[src/rtl/homogeneous_vector_transform_macros.svh]
// assertion macros for the homogeneous vector transform
`ifndef HOMOGENEOUS_VECTOR_TRANSFORM_MACROS_SVH
`define HOMOGENEOUS_VECTOR_TRANSFORM_MACROS_SVH
`ifndef SYNTHESIS
`define HVT_ASSERT_IMP(lbl, clk, rstn, ante, cons) \
    lbl: assert property (@(posedge clk) disable iff (!(rstn)) (ante) |-> (cons)) \
        else $error("hvt assertion failed");
`define HVT_ASSERT_NXT(lbl, clk, rstn, ante, cons) \
    lbl: assert property (@(posedge clk) disable iff (!(rstn)) (ante) |=> (cons)) \
        else $error("hvt assertion failed");
`else
`define HVT_ASSERT_IMP(lbl, clk, rstn, ante, cons)
`define HVT_ASSERT_NXT(lbl, clk, rstn, ante, cons)
`endif
`endif

[src/rtl/hvt_pkg.sv]
// shared constants and types for the homogeneous vector transform
`timescale 1ns / 1ps
package hvt_pkg;
    localparam int DIM       = 4;
    localparam int VAL_W     = 32;
    localparam int ROW_W     = DIM * VAL_W;
    localparam int IDX_W     = $clog2(DIM);
    localparam int DIV_NUM_W = VAL_W + 16;

    localparam logic [1:0] OP_LOAD  = 2'd0;
    localparam logic [1:0] OP_VEC   = 2'd1;
    localparam logic [1:0] OP_POINT = 2'd2;

    localparam logic signed [VAL_W-1:0] ONE_Q16 = 32'sh0001_0000;
    localparam logic signed [VAL_W-1:0] VAL_MAX = 32'sh7fff_ffff;
    localparam logic signed [VAL_W-1:0] VAL_MIN = 32'sh8000_0000;

    typedef struct packed {
        logic                    done;
        logic                    sat;
        logic signed [VAL_W-1:0] quo;
    } div_res_t;
endpackage

[src/rtl/hvt_mat_ram.sv]
// matrix store: one row per word, element write lanes, registered read
`timescale 1ns / 1ps
module hvt_mat_ram (
    input  logic                            aclk,
    input  logic                            aresetn,
    input  logic                            wr_en,
    input  logic [hvt_pkg::IDX_W-1:0]       wr_row,
    input  logic [hvt_pkg::IDX_W-1:0]       wr_col,
    input  logic [hvt_pkg::VAL_W-1:0]       wr_data,
    input  logic                            rd_en,
    input  logic [hvt_pkg::IDX_W-1:0]       rd_row,
    output logic [hvt_pkg::ROW_W-1:0]       rd_data
);
    logic [hvt_pkg::ROW_W-1:0] mem [hvt_pkg::DIM];
    logic [hvt_pkg::DIM-1:0]   valid_reg [hvt_pkg::DIM];
    logic [hvt_pkg::ROW_W-1:0] raw_reg;
    logic [hvt_pkg::DIM-1:0]   rvld_reg;

    always_ff @(posedge aclk) begin
        if (wr_en) begin
            mem[wr_row][wr_col*hvt_pkg::VAL_W +: hvt_pkg::VAL_W] <= wr_data;
        end
        if (rd_en) begin
            raw_reg <= mem[rd_row];
        end
    end

    // elements never written read as zero
    always_ff @(posedge aclk) begin
        if (!aresetn) begin
            for (int r = 0; r < hvt_pkg::DIM; r++) begin
                valid_reg[r] <= '0;
            end
            rvld_reg <= '0;
        end else begin
            if (wr_en) begin
                valid_reg[wr_row][wr_col] <= 1'b1;
            end
            if (rd_en) begin
                rvld_reg <= valid_reg[rd_row];
            end
        end
    end

    always_comb begin
        for (int c = 0; c < hvt_pkg::DIM; c++) begin
            rd_data[c*hvt_pkg::VAL_W +: hvt_pkg::VAL_W] =
                rvld_reg[c] ? raw_reg[c*hvt_pkg::VAL_W +: hvt_pkg::VAL_W] : '0;
        end
    end
endmodule

[config.mk]
export PLATFORM = sky130hd
export DESIGN_NAME = hvt_mat_ram
export DESIGN_NICKNAME = d
export VERILOG_FILES = /design/src/rtl/homogeneous_vector_transform_macros.svh /design/src/rtl/hvt_pkg.sv /design/src/rtl/hvt_mat_ram.sv
export SDC_FILE = /design/constraint.sdc
export NUM_CORES = 1
export LEC_CHECK = 0
export BUFFER_PORTS_ARGS = -buffer_cell sky130_fd_sc_hd__buf_2
export CAP_MARGIN = 20
export CORE_UTILIZATION = 54
export CTS_CLUSTER_DIAMETER = 120
export DETAILED_ROUTE_END_ITERATION = 16
export GPL_ROUTABILITY_DRIVEN = 0
export PLACE_DENSITY = 0.75
export SLEW_MARGIN = 20
export SYNTH_ARGS = -nofsm -noshare
export SYNTH_HDL_FRONTEND = slang
export SYNTH_SLANG_ARGS = --single-unit
[constraint.sdc]
create_clock -name aclk -period 2.8 [get_ports aclk]
set_clock_uncertainty 0.15 [all_clocks]
set_input_delay 0.28 -clock aclk [delete_from_list [all_inputs] [get_ports aclk]]
set_output_delay 0.28 -clock aclk [all_outputs]
set_load 0.05 [all_outputs]
==> run metrics <==
status complete, no violations; CP required 2.37 ns; Syn Area/Cell 20.4 µm²; total power 20.8 mW; clk sinks 660; Power Density 714 nW/µm²; dpl cell area 26700 µm²; DR iter-0 viols 1218; commonest non-fill, non-tap cell in the layout edfxtp_1; Vias 12268; total track usage 23.2%; detail-routed via count per cell 5.78; final worst path period need 2.56 ns; critical-path cell list buf_4, and2_1, buf_2; Syn Inst Count 1227; fmax 390 MHz; Data arrival, critical path 2.13 ns; Remaining Overflow, GRT 0; die area 47300 µm²; syn_nets 1273; peak supply drop 0.605 mV; clock latency on the worst-skew pair 0.64 ns; final setup vio count 0; most frequent cells in the layout 656 x edfxtp_1, 166 x buf_2, 160 x and2_1; crit path capture type output port; Slew headroom 52.1%; RSZ-0062 raised after global routing no; top cells by area, synth edfxtp_1 79%, mux4_2 11%, and2_1 4.0%; largest net degree at the start of global routing 87; Critical Path Slowest Stage Cell dfxtp_1; design area 29100 µm²; CTS Buf Count 61; Yosys reg bits 660; worst slack, placed 0.539 ns; Reg clk slew, reported paths 0.06 ns; Post-layout nets 1516; max-cap viol count 0; final worst setup slack 0.236 ns; Max Slew Vio Count 0; first-pass GRT wire length 78200 µm; Crit Path Max Fanout 17; die width 217 µm; FP Rows 78; post-CTS resize count 0; Post-DP HPWL 32600 µm; max reg flops 512; drt drc 0; initial antenna violation count 4; Crit path largest cell delay 0.78 ns; hold violation total from the final report 0; worst hold path type input port to register; I/O pin cnt 170; Area growth, synth to finish 16.0%; die span in y 217 µm; core area 45600 µm²; Longest Clk Path Bufs 3; IO buf count 169; startpoint types register; Leak Pwr 8.77 nW; vias in the first global route 12377; sequential fraction of the synthesis area 78.9%; yosys warns 0; drt wl/cell 25.4 µm; Yosys top cell area share 78.6%; Cell Area, Synth 25100 µm²; postcts setup bufs 0; largest area contributor in the netlist edfxtp_1; share of layout cells above drive strength 1 28.8%; final core occ 63.8%; critical path class register to output port; Clk Tree Root Cell clkbuf_16; Pre-antenna DRT Iters 5; Post-CTS Hold Buffers 36; Slew @ Worst Pin 0.717 ns; Distinct cells, synth 21; TritonCTS clock tree done; Routed Antenna Nets 0; htree depth 2; Total Wirelength 53800 µm; Initial Utilization 55.0%; crit share post-route 91.6%
[metal layers]
metal  share of wire [%]  global-route usage (%)
met1                  38                    31.4
met2                  48                    35.5
met3                 9.5                    6.35
met4                 4.5                    10.6
met5               0.043                       0
[synth_stat cells]
master    instances
buf_2             9
nand3_1           5
nand2_1           7
o21ai_0          16
and2_1          160
buf_4             3
ha_1              4
dfxtp_1           4
mux2i_1           8
edfxtp_1        656
o221ai_1          4
nand2b_1         36
buf_6            11
mux4_2          128
or2_2             1
nor4_1            1
clkbuf_1         41
nor3b_2           1
nor2_1          125
nand3b_1          5
inv_1             2
[stage by stage]
step,hold slack (ns),instances,setup TNS (ns)
global route,0.153,2120,0
floorplan,0.242,1227,-17.26
CTS,0.104,2119,0
finish,0.151,2121,0
global placement,0.335,1971,0
detailed placement,0.341,1971,0
[path summary, 6_finish.rpt]
kind | startpoint | end | cells after the start | slack, ns
setup reg to reg | mem[3][116] | raw_reg[116] | 1 | 1.43
setup / recovery | rvld_reg[2] | rd_data[88] | 3 | 0.24
hold reg to reg | rvld_reg[3] | rvld_reg[3] | 2 | 0.36
hold / removal | wr_row[1] | valid_reg[0][0] | 3 | 0.15
[report_power, final]
part           internal, mW  switching (mW)
registers              11.1          0.0809
logic                 0.425            1.06
clock network          4.65            3.44
[area by class of cell]
| type | instances | area [µm²] |
|---|---|---|
| Sequential cell | 660 | 19800 |
| Fill cell | 3025 | 16500 |
| Multi-Input combinational cell | 501 | 4980 |
| Clock buffer | 93 | 1750 |
| Timing Repair Buffer | 244 | 1590 |
| Tap cell | 600 | 751 |
| Clock inverter | 19 | 215 |
| Inverter | 2 | 7.51 |
| Antenna cell | 2 | 5.00 |
[logic make-up after synthesis]
| group | Yosys count | share of synthesized area (%) |
|---|---|---|
| muxes | 136 | 11.8 |
| and+or+nand+nor | 341 | 7.22 |
| AOI/OAI and AO/OA | 20 | 0.459 |
| adders and majority gates | 4 | 0.200 |
| DFF | 660 | 78.9 |
| buffers and inverters | 66 | 1.41 |
[critical path, delay by kind of cell, from the launching register on]
family,cells,cell delay [ns]
buffers and inverters,2,0.57
and+or+nand+nor,1,0.14
DFF,1,0.78
No activity file was read; power rests on OpenSTA's default activity.
