===== src/rtl/homogeneous_vector_transform_macros.svh =====
// assertion macros for the homogeneous vector transform
`ifndef HOMOGENEOUS_VECTOR_TRANSFORM_MACROS_SVH
`define HOMOGENEOUS_VECTOR_TRANSFORM_MACROS_SVH
`ifndef SYNTHESIS
`define HVT_ASSERT_IMP(lbl, clk, rstn, ante, cons) \
    lbl: assert property (@(posedge clk) disable iff (!(rstn)) (ante) |-> (cons)) \
        else $error("hvt assertion failed");
`define HVT_ASSERT_NXT(lbl, clk, rstn, ante, cons) \
    lbl: assert property (@(posedge clk) disable iff (!(rstn)) (ante) |=> (cons)) \
        else $error("hvt assertion failed");
`else
`define HVT_ASSERT_IMP(lbl, clk, rstn, ante, cons)
`define HVT_ASSERT_NXT(lbl, clk, rstn, ante, cons)
`endif
`endif


===== src/rtl/hvt_pkg.sv =====
// shared constants and types for the homogeneous vector transform
`timescale 1ns / 1ps
package hvt_pkg;
    localparam int DIM       = 4;
    localparam int VAL_W     = 32;
    localparam int ROW_W     = DIM * VAL_W;
    localparam int IDX_W     = $clog2(DIM);
    localparam int DIV_NUM_W = VAL_W + 16;

    localparam logic [1:0] OP_LOAD  = 2'd0;
    localparam logic [1:0] OP_VEC   = 2'd1;
    localparam logic [1:0] OP_POINT = 2'd2;

    localparam logic signed [VAL_W-1:0] ONE_Q16 = 32'sh0001_0000;
    localparam logic signed [VAL_W-1:0] VAL_MAX = 32'sh7fff_ffff;
    localparam logic signed [VAL_W-1:0] VAL_MIN = 32'sh8000_0000;

    typedef struct packed {
        logic                    done;
        logic                    sat;
        logic signed [VAL_W-1:0] quo;
    } div_res_t;
endpackage


===== src/rtl/hvt_div.sv =====
// radix-2 restoring divider for the point divide, saturating to 32 bits
`timescale 1ns / 1ps
module hvt_div (
    input  logic                                   aclk,
    input  logic                                   aresetn,
    input  logic                                   start,
    input  logic signed [hvt_pkg::DIV_NUM_W-1:0]   num,
    input  logic signed [hvt_pkg::VAL_W-1:0]       den,
    output logic                                   busy,
    output hvt_pkg::div_res_t                      res
);
    localparam int NW  = hvt_pkg::DIV_NUM_W;
    localparam int DW  = hvt_pkg::VAL_W;
    localparam int CW  = $clog2(NW);
    localparam logic [CW-1:0] LAST = CW'(NW - 1);

    logic          busy_reg, done_reg, neg_reg;
    logic [CW-1:0] cnt_reg;
    logic [NW-1:0] n_reg, q_reg;
    logic [DW-1:0] d_reg, rem_reg;
    logic [DW:0]   rem_sh, rem_sub;

    assign rem_sh  = {rem_reg, n_reg[NW-1]};
    assign rem_sub = rem_sh - {1'b0, d_reg};

    always_ff @(posedge aclk) begin
        if (!aresetn) begin
            busy_reg <= 1'b0;
            done_reg <= 1'b0;
        end else begin
            done_reg <= 1'b0;
            if (start) begin
                busy_reg <= 1'b1;
                cnt_reg  <= '0;
                n_reg    <= num[NW-1] ? NW'(-num) : NW'(num);
                d_reg    <= den[DW-1] ? DW'(-den) : DW'(den);
                neg_reg  <= num[NW-1] ^ den[DW-1];
                rem_reg  <= '0;
                q_reg    <= '0;
            end else if (busy_reg) begin
                n_reg <= {n_reg[NW-2:0], 1'b0};
                if (rem_sh >= {1'b0, d_reg}) begin
                    rem_reg <= rem_sub[DW-1:0];
                    q_reg   <= {q_reg[NW-2:0], 1'b1};
                end else begin
                    rem_reg <= rem_sh[DW-1:0];
                    q_reg   <= {q_reg[NW-2:0], 1'b0};
                end
                if (cnt_reg == LAST) begin
                    busy_reg <= 1'b0;
                    done_reg <= 1'b1;
                end else begin
                    cnt_reg <= cnt_reg + 1'b1;
                end
            end
        end
    end

    assign busy = busy_reg;

    always_comb begin
        res.done = done_reg;
        res.sat  = 1'b0;
        if (neg_reg) begin
            if (q_reg > NW'({1'b1, {(DW-1){1'b0}}})) begin
                res.sat = 1'b1;
                res.quo = hvt_pkg::VAL_MIN;
            end else begin
                res.quo = DW'(-q_reg);
            end
        end else begin
            if (q_reg > NW'({1'b0, {(DW-1){1'b1}}})) begin
                res.sat = 1'b1;
                res.quo = hvt_pkg::VAL_MAX;
            end else begin
                res.quo = q_reg[DW-1:0];
            end
        end
    end
endmodule


===== config.mk =====
export PLATFORM = sky130hd
export DESIGN_NAME = hvt_div
export DESIGN_NICKNAME = d
export VERILOG_FILES = /design/src/rtl/homogeneous_vector_transform_macros.svh /design/src/rtl/hvt_pkg.sv /design/src/rtl/hvt_div.sv
export SDC_FILE = /design/constraint.sdc
export NUM_CORES = 1
export LEC_CHECK = 0
export BUFFER_PORTS_ARGS = -buffer_cell sky130_fd_sc_hd__clkbuf_2
export CELL_PAD_IN_SITES_DETAIL_PLACEMENT = 0
export CELL_PAD_IN_SITES_GLOBAL_PLACEMENT = 1
export CORE_ASPECT_RATIO = 1.75
export CORE_MARGIN = 3
export CORE_UTILIZATION = 50
export CTS_BUF_LIST = sky130_fd_sc_hd__clkbuf_4 sky130_fd_sc_hd__clkbuf_8
export CTS_CLUSTER_DIAMETER = 100
export CTS_CLUSTER_SIZE = 28
export DETAILED_ROUTE_END_ITERATION = 8
export PLACE_DENSITY_LB_ADDON = 0.1
export SYNTH_ARGS = -nofsm -noshare
export SYNTH_HDL_FRONTEND = slang
export SYNTH_SLANG_ARGS = --single-unit
export TNS_END_PERCENT = 50

===== constraint.sdc =====
create_clock -name aclk -period 9.3 [get_ports aclk]
set_input_delay 0.93 -clock aclk [delete_from_list [all_inputs] [get_ports aclk]]
set_output_delay 0.93 -clock aclk [all_outputs]
set_load 0.02 [all_outputs]

==> load_flow_metrics.sql <==
INSERT INTO impl_metrics (metric_group, metric, value, unit) VALUES
('run_status', 'outcome', 'finished, final reports clean', ''),
('sta', 'fin_tns_setup', '0', 'ns'),
('logic_synthesis', 'netlist.top_cell.by_area', 'sky130_fd_sc_hd__edfxtp_1', ''),
('detailed_routing', 'antenna_violating_nets_post_route', '0', ''),
('logic_synthesis', 'yosys.cell_count.top_type', 'sky130_fd_sc_hd__edfxtp_1', ''),
('run', 'drv_cap', '0', ''),
('logic_synthesis', 'synth_register_bits', '169', ''),
('sta', 'setup_violations', '0', ''),
('critical_path', 'cp-end-kind', 'output port', ''),
('worst_hold_path', 'worstHoldPathType', 'register to register', ''),
('logic_synthesis', 'synth.top_cells.by_count', 'sky130_fd_sc_hd__edfxtp_1 (167), sky130_fd_sc_hd__nor2_1 (109), sky130_fd_sc_hd__nand2_1 (95)', ''),
('detailed_routing', 'vias', '8822', ''),
('floorplan', 'effective_utilization_at_floorplan', '51.4', '%'),
('global_route', 'grt_start_max_net_pins', '74', ''),
('clock_tree', 'cts_hold_buf', '0', ''),
('global_route', 'grt_pass1_vias', '8830', ''),
('logic_synthesis', 'yosys_warnings', '0', ''),
('clock_tree', 'postCtsSetupRepairBufs', '0', ''),
('floorplan', 'dieHeight', '204', 'um'),
('clock_tree', 'h_tree_level_count', '4', ''),
('logic_synthesis', 'synth_area_leaders', 'sky130_fd_sc_hd__edfxtp_1 (45%), sky130_fd_sc_hd__xnor2_1 (4.4%), sky130_fd_sc_hd__ha_1 (4.0%), sky130_fd_sc_hd__xor2_1 (3.9%), sky130_fd_sc_hd__a21oi_1 (3.9%)', ''),
('clock_tree', 'cts_tree', 'done', ''),
('clock_tree', 'clk_transition_reported_paths', '0.09', 'ns'),
('detailed_routing', 'drt-vias-per-instance', '5.72', ''),
('power_and_ir_drop', 'p_leak', '4.84', 'nW'),
('detailed_routing', 'initialDrtViolationCount', '422', ''),
('critical_path', 'path_max_fanout', '20', ''),
('global_route', 'grt_use_total', '22.1', '%'),
('sta', 'period_needed', '5.84', 'ns'),
('sta', 'final-max-slew-violation-count', '0', ''),
('detailed_routing', 'avgRoutedWirePerCell', '17.3', 'um'),
('power_and_ir_drop', 'powerDensity', '164', 'nW/um^2'),
('sta', 'max_slew_margin', '29.0', '%'),
('logic_synthesis', 'yosys.cell_types.count', '65', ''),
('clock_tree', 'clock_sink_count', '169', ''),
('sta', 'achievable-frequency', '171', 'MHz'),
('floorplan', 'die-width', '119', 'um'),
('critical_path', 'worst_setup_path_start_kind', 'register', ''),
('sta', 'max_slew.worst_pin.slew', '1.06', 'ns'),
('sta', 'period_share', '62.8', '%'),
('sta', 'timing.clock.skew', '0.0101', 'ns'),
('global_route', 'grt_antenna_before_repair', '0', ''),
('logic_synthesis', 'post_synthesis_sequential_area_ratio', '45.2', '%'),
('global_route', 'grt_pass1_wl', '43000', 'um'),
('placement', 'gpl.final_weighted_congestion', '0.881', ''),
('floorplan', 'core_region_area', '21800', 'sq um'),
('sta', 'rsz0062_at_grt', 'false', ''),
('cells_and_area', 'final_nets', '1356', ''),
('floorplan', 'die_area', '24300', 'sq um'),
('clock_tree', 'clk-insertion-delay-late', '0.48', 'ns'),
('clock_tree', 'maximum_root_to_sink_buffer_count', '2', ''),
('detailed_routing', 'post-route-drc-count', '0', ''),
('logic_synthesis', 'synth.avg_cell_area', '9.67', 'sq um'),
('clock_tree', 'clock-root-buffer', 'sky130_fd_sc_hd__clkbuf_8', ''),
('clock_tree', 'cts_inserted_buffers', '17', ''),
('global_route', 'globalRouteOverflowTotal', '0', ''),
('critical_path', 'cp.required', '8.37', 'ns'),
('floorplan', 'top_level_ports', '118', ''),
('logic_synthesis', 'synth_top_flop_cell', 'sky130_fd_sc_hd__edfxtp_1', ''),
('critical_path', 'regToRegSetupSlack', '5.03', 'ns'),
('logic_synthesis', 'ys_async_sr_fraction', '0', '%'),
('sta', 'hold_violations', '0', ''),
('logic_synthesis', 'synthesis.nets', '1276', ''),
('cells_and_area', 'layout-drive-gt1-share', '15.1', '%'),
('logic_synthesis', 'number_of_synthesized_flops_with_an_enable_pin', '167', ''),
('cells_and_area', 'stdcell_area', '12400', 'sq um'),
('clock_tree', 'cts_resized', '0', ''),
('detailed_routing', 'drt_first_pass_iters', '5', ''),
('placement', 'dp.final_hpwl', '19200', 'um'),
('logic_synthesis', 'area_share_of_the_leading_cell_type_in_the_synthesized_netlist', '44.9', '%'),
('placement', 'place_area', '11900', 'sq um'),
('placement', 'numPortBuffers', '117', ''),
('detailed_routing', 'total_detailed_routing_wirelength', '26600', 'um'),
('critical_path', 'wp_data_arrival', '4.91', 'ns'),
('power_and_ir_drop', 'vdd_ir_drop_max', '0.0788', 'mV'),
('floorplan', 'fp-row-count', '71', ''),
('logic_synthesis', 'synth.cell_area', '11200', 'sq um'),
('critical_path', 'criticalPathCategory', 'register to output port', ''),
('cells_and_area', 'area.growth.synth_to_final', '10.6', '%'),
('logic_synthesis', 'post_synth_inst_count', '1156', '');
## worst paths after layout
path                   start  cells past startpoint          end
setup / recovery    q_reg[0]                     12      res[13]
hold / removal          busy                      1     done_reg
setup reg to reg  rem_reg[8]                     10  rem_reg[26]
hold reg to reg         busy                      1     done_reg
## cell usage in the layout, fill, tap and decap left out, types with 5 or more instances in the layout
cell,instances
sky130_fd_sc_hd__ha_1,36
sky130_fd_sc_hd__nand3_1,18
sky130_fd_sc_hd__nor3_1,21
sky130_fd_sc_hd__a21o_1,29
sky130_fd_sc_hd__inv_1,63
sky130_fd_sc_hd__clkbuf_4,5
sky130_fd_sc_hd__and2_1,5
sky130_fd_sc_hd__o31ai_1,13
sky130_fd_sc_hd__a21boi_0,6
sky130_fd_sc_hd__a211oi_1,5
sky130_fd_sc_hd__o311ai_0,15
sky130_fd_sc_hd__mux2i_1,20
sky130_fd_sc_hd__clkbuf_8,17
sky130_fd_sc_hd__edfxtp_1,167
sky130_fd_sc_hd__xnor2_1,56
sky130_fd_sc_hd__o21a_1,6
sky130_fd_sc_hd__nand2b_1,12
sky130_fd_sc_hd__or3_1,16
sky130_fd_sc_hd__a21oi_1,87
sky130_fd_sc_hd__a22o_1,5
sky130_fd_sc_hd__nand2_1,95
sky130_fd_sc_hd__o21bai_1,8
sky130_fd_sc_hd__o21ai_0,59
sky130_fd_sc_hd__clkbuf_2,116
sky130_fd_sc_hd__and3_1,8
sky130_fd_sc_hd__xor2_1,50
sky130_fd_sc_hd__nor4_1,13
sky130_fd_sc_hd__or4_1,12
sky130_fd_sc_hd__o41ai_1,12
sky130_fd_sc_hd__nor2_1,109
sky130_fd_sc_hd__a211o_1,6
sky130_fd_sc_hd__mux2_2,20
sky130_fd_sc_hd__or2_2,6
sky130_fd_sc_hd__buf_4,6
sky130_fd_sc_hd__a31oi_1,13
sky130_fd_sc_hd__nand4_1,14
sky130_fd_sc_hd__nor2b_1,47
## through the flow
stage	power (mW)	hold slack [ns]	setup slack (ns)	util, %	cells
after global routing	2.14	0.575	2.95	56.8	1540
after CTS	2.05	0.562	3.43	56.8	1540
after detailed placement	1.47	0.536	3.98	54.8	1509
after floorplan	1.33	0.525	3.84	-	1156
after global placement	1.46	0.529	4.15	54.8	1509
final	2.03	0.554	3.46	56.8	1541
## critical path, stage by stage, from the launching register on
cell and delay, ns:
sky130_fd_sc_hd__edfxtp_1 0.42, sky130_fd_sc_hd__inv_1 0.13, sky130_fd_sc_hd__ha_1 0.19, sky130_fd_sc_hd__nor4b_1 0.49, sky130_fd_sc_hd__nand4_1 0.24, sky130_fd_sc_hd__nand2b_1 0.29
sky130_fd_sc_hd__or3_1 0.41, sky130_fd_sc_hd__o21ai_0 0.17, sky130_fd_sc_hd__nand2b_1 0.46, sky130_fd_sc_hd__inv_1 0.50, sky130_fd_sc_hd__nand2_1 0.43, sky130_fd_sc_hd__o311ai_0 0.47
sky130_fd_sc_hd__clkbuf_2 0.23
## layout make-up
| cell class | instances | area [sq um] |
|---|---|---|
| clock inverters | 9 | 146 |
| repair buffers | 122 | 626 |
| well taps | 292 | 365 |
| flip-flops and latches | 169 | 5050 |
| multi-input cells | 863 | 5650 |
| inverters | 63 | 236 |
| clock buffers | 22 | 272 |
| fillers | 2022 | 9410 |
| diodes | 1 | 2.50 |
## cells by family after synthesis
family                     Yosys count  synth area share, %
xor gates and xnor gates           106                 8.31
buffers and inverters              124                 4.25
AOI/OAI and AO/OA                  284                 16.2
DFF                                169                 45.2
adders and majority gates           37                 4.21
and+or+nand+nor                    395                 17.8
muxes                               41                 3.94
## layer usage
layer / wire (um) / GRT usage [%]
met2: 14400 / 41.1
met4: 991 / 10.6
met3: 906 / 3.91
met1: 10300 / 23.9
met5: 0 / 0
## where the power goes
group	internal (mW)	switching, mW	total (mW)
logic	0.204	0.298	0.502
registers	0.917	0.0333	0.950
clock network	0.304	0.272	0.577
total	1.43	0.604	2.03
Power figures use the tool's default switching activity.
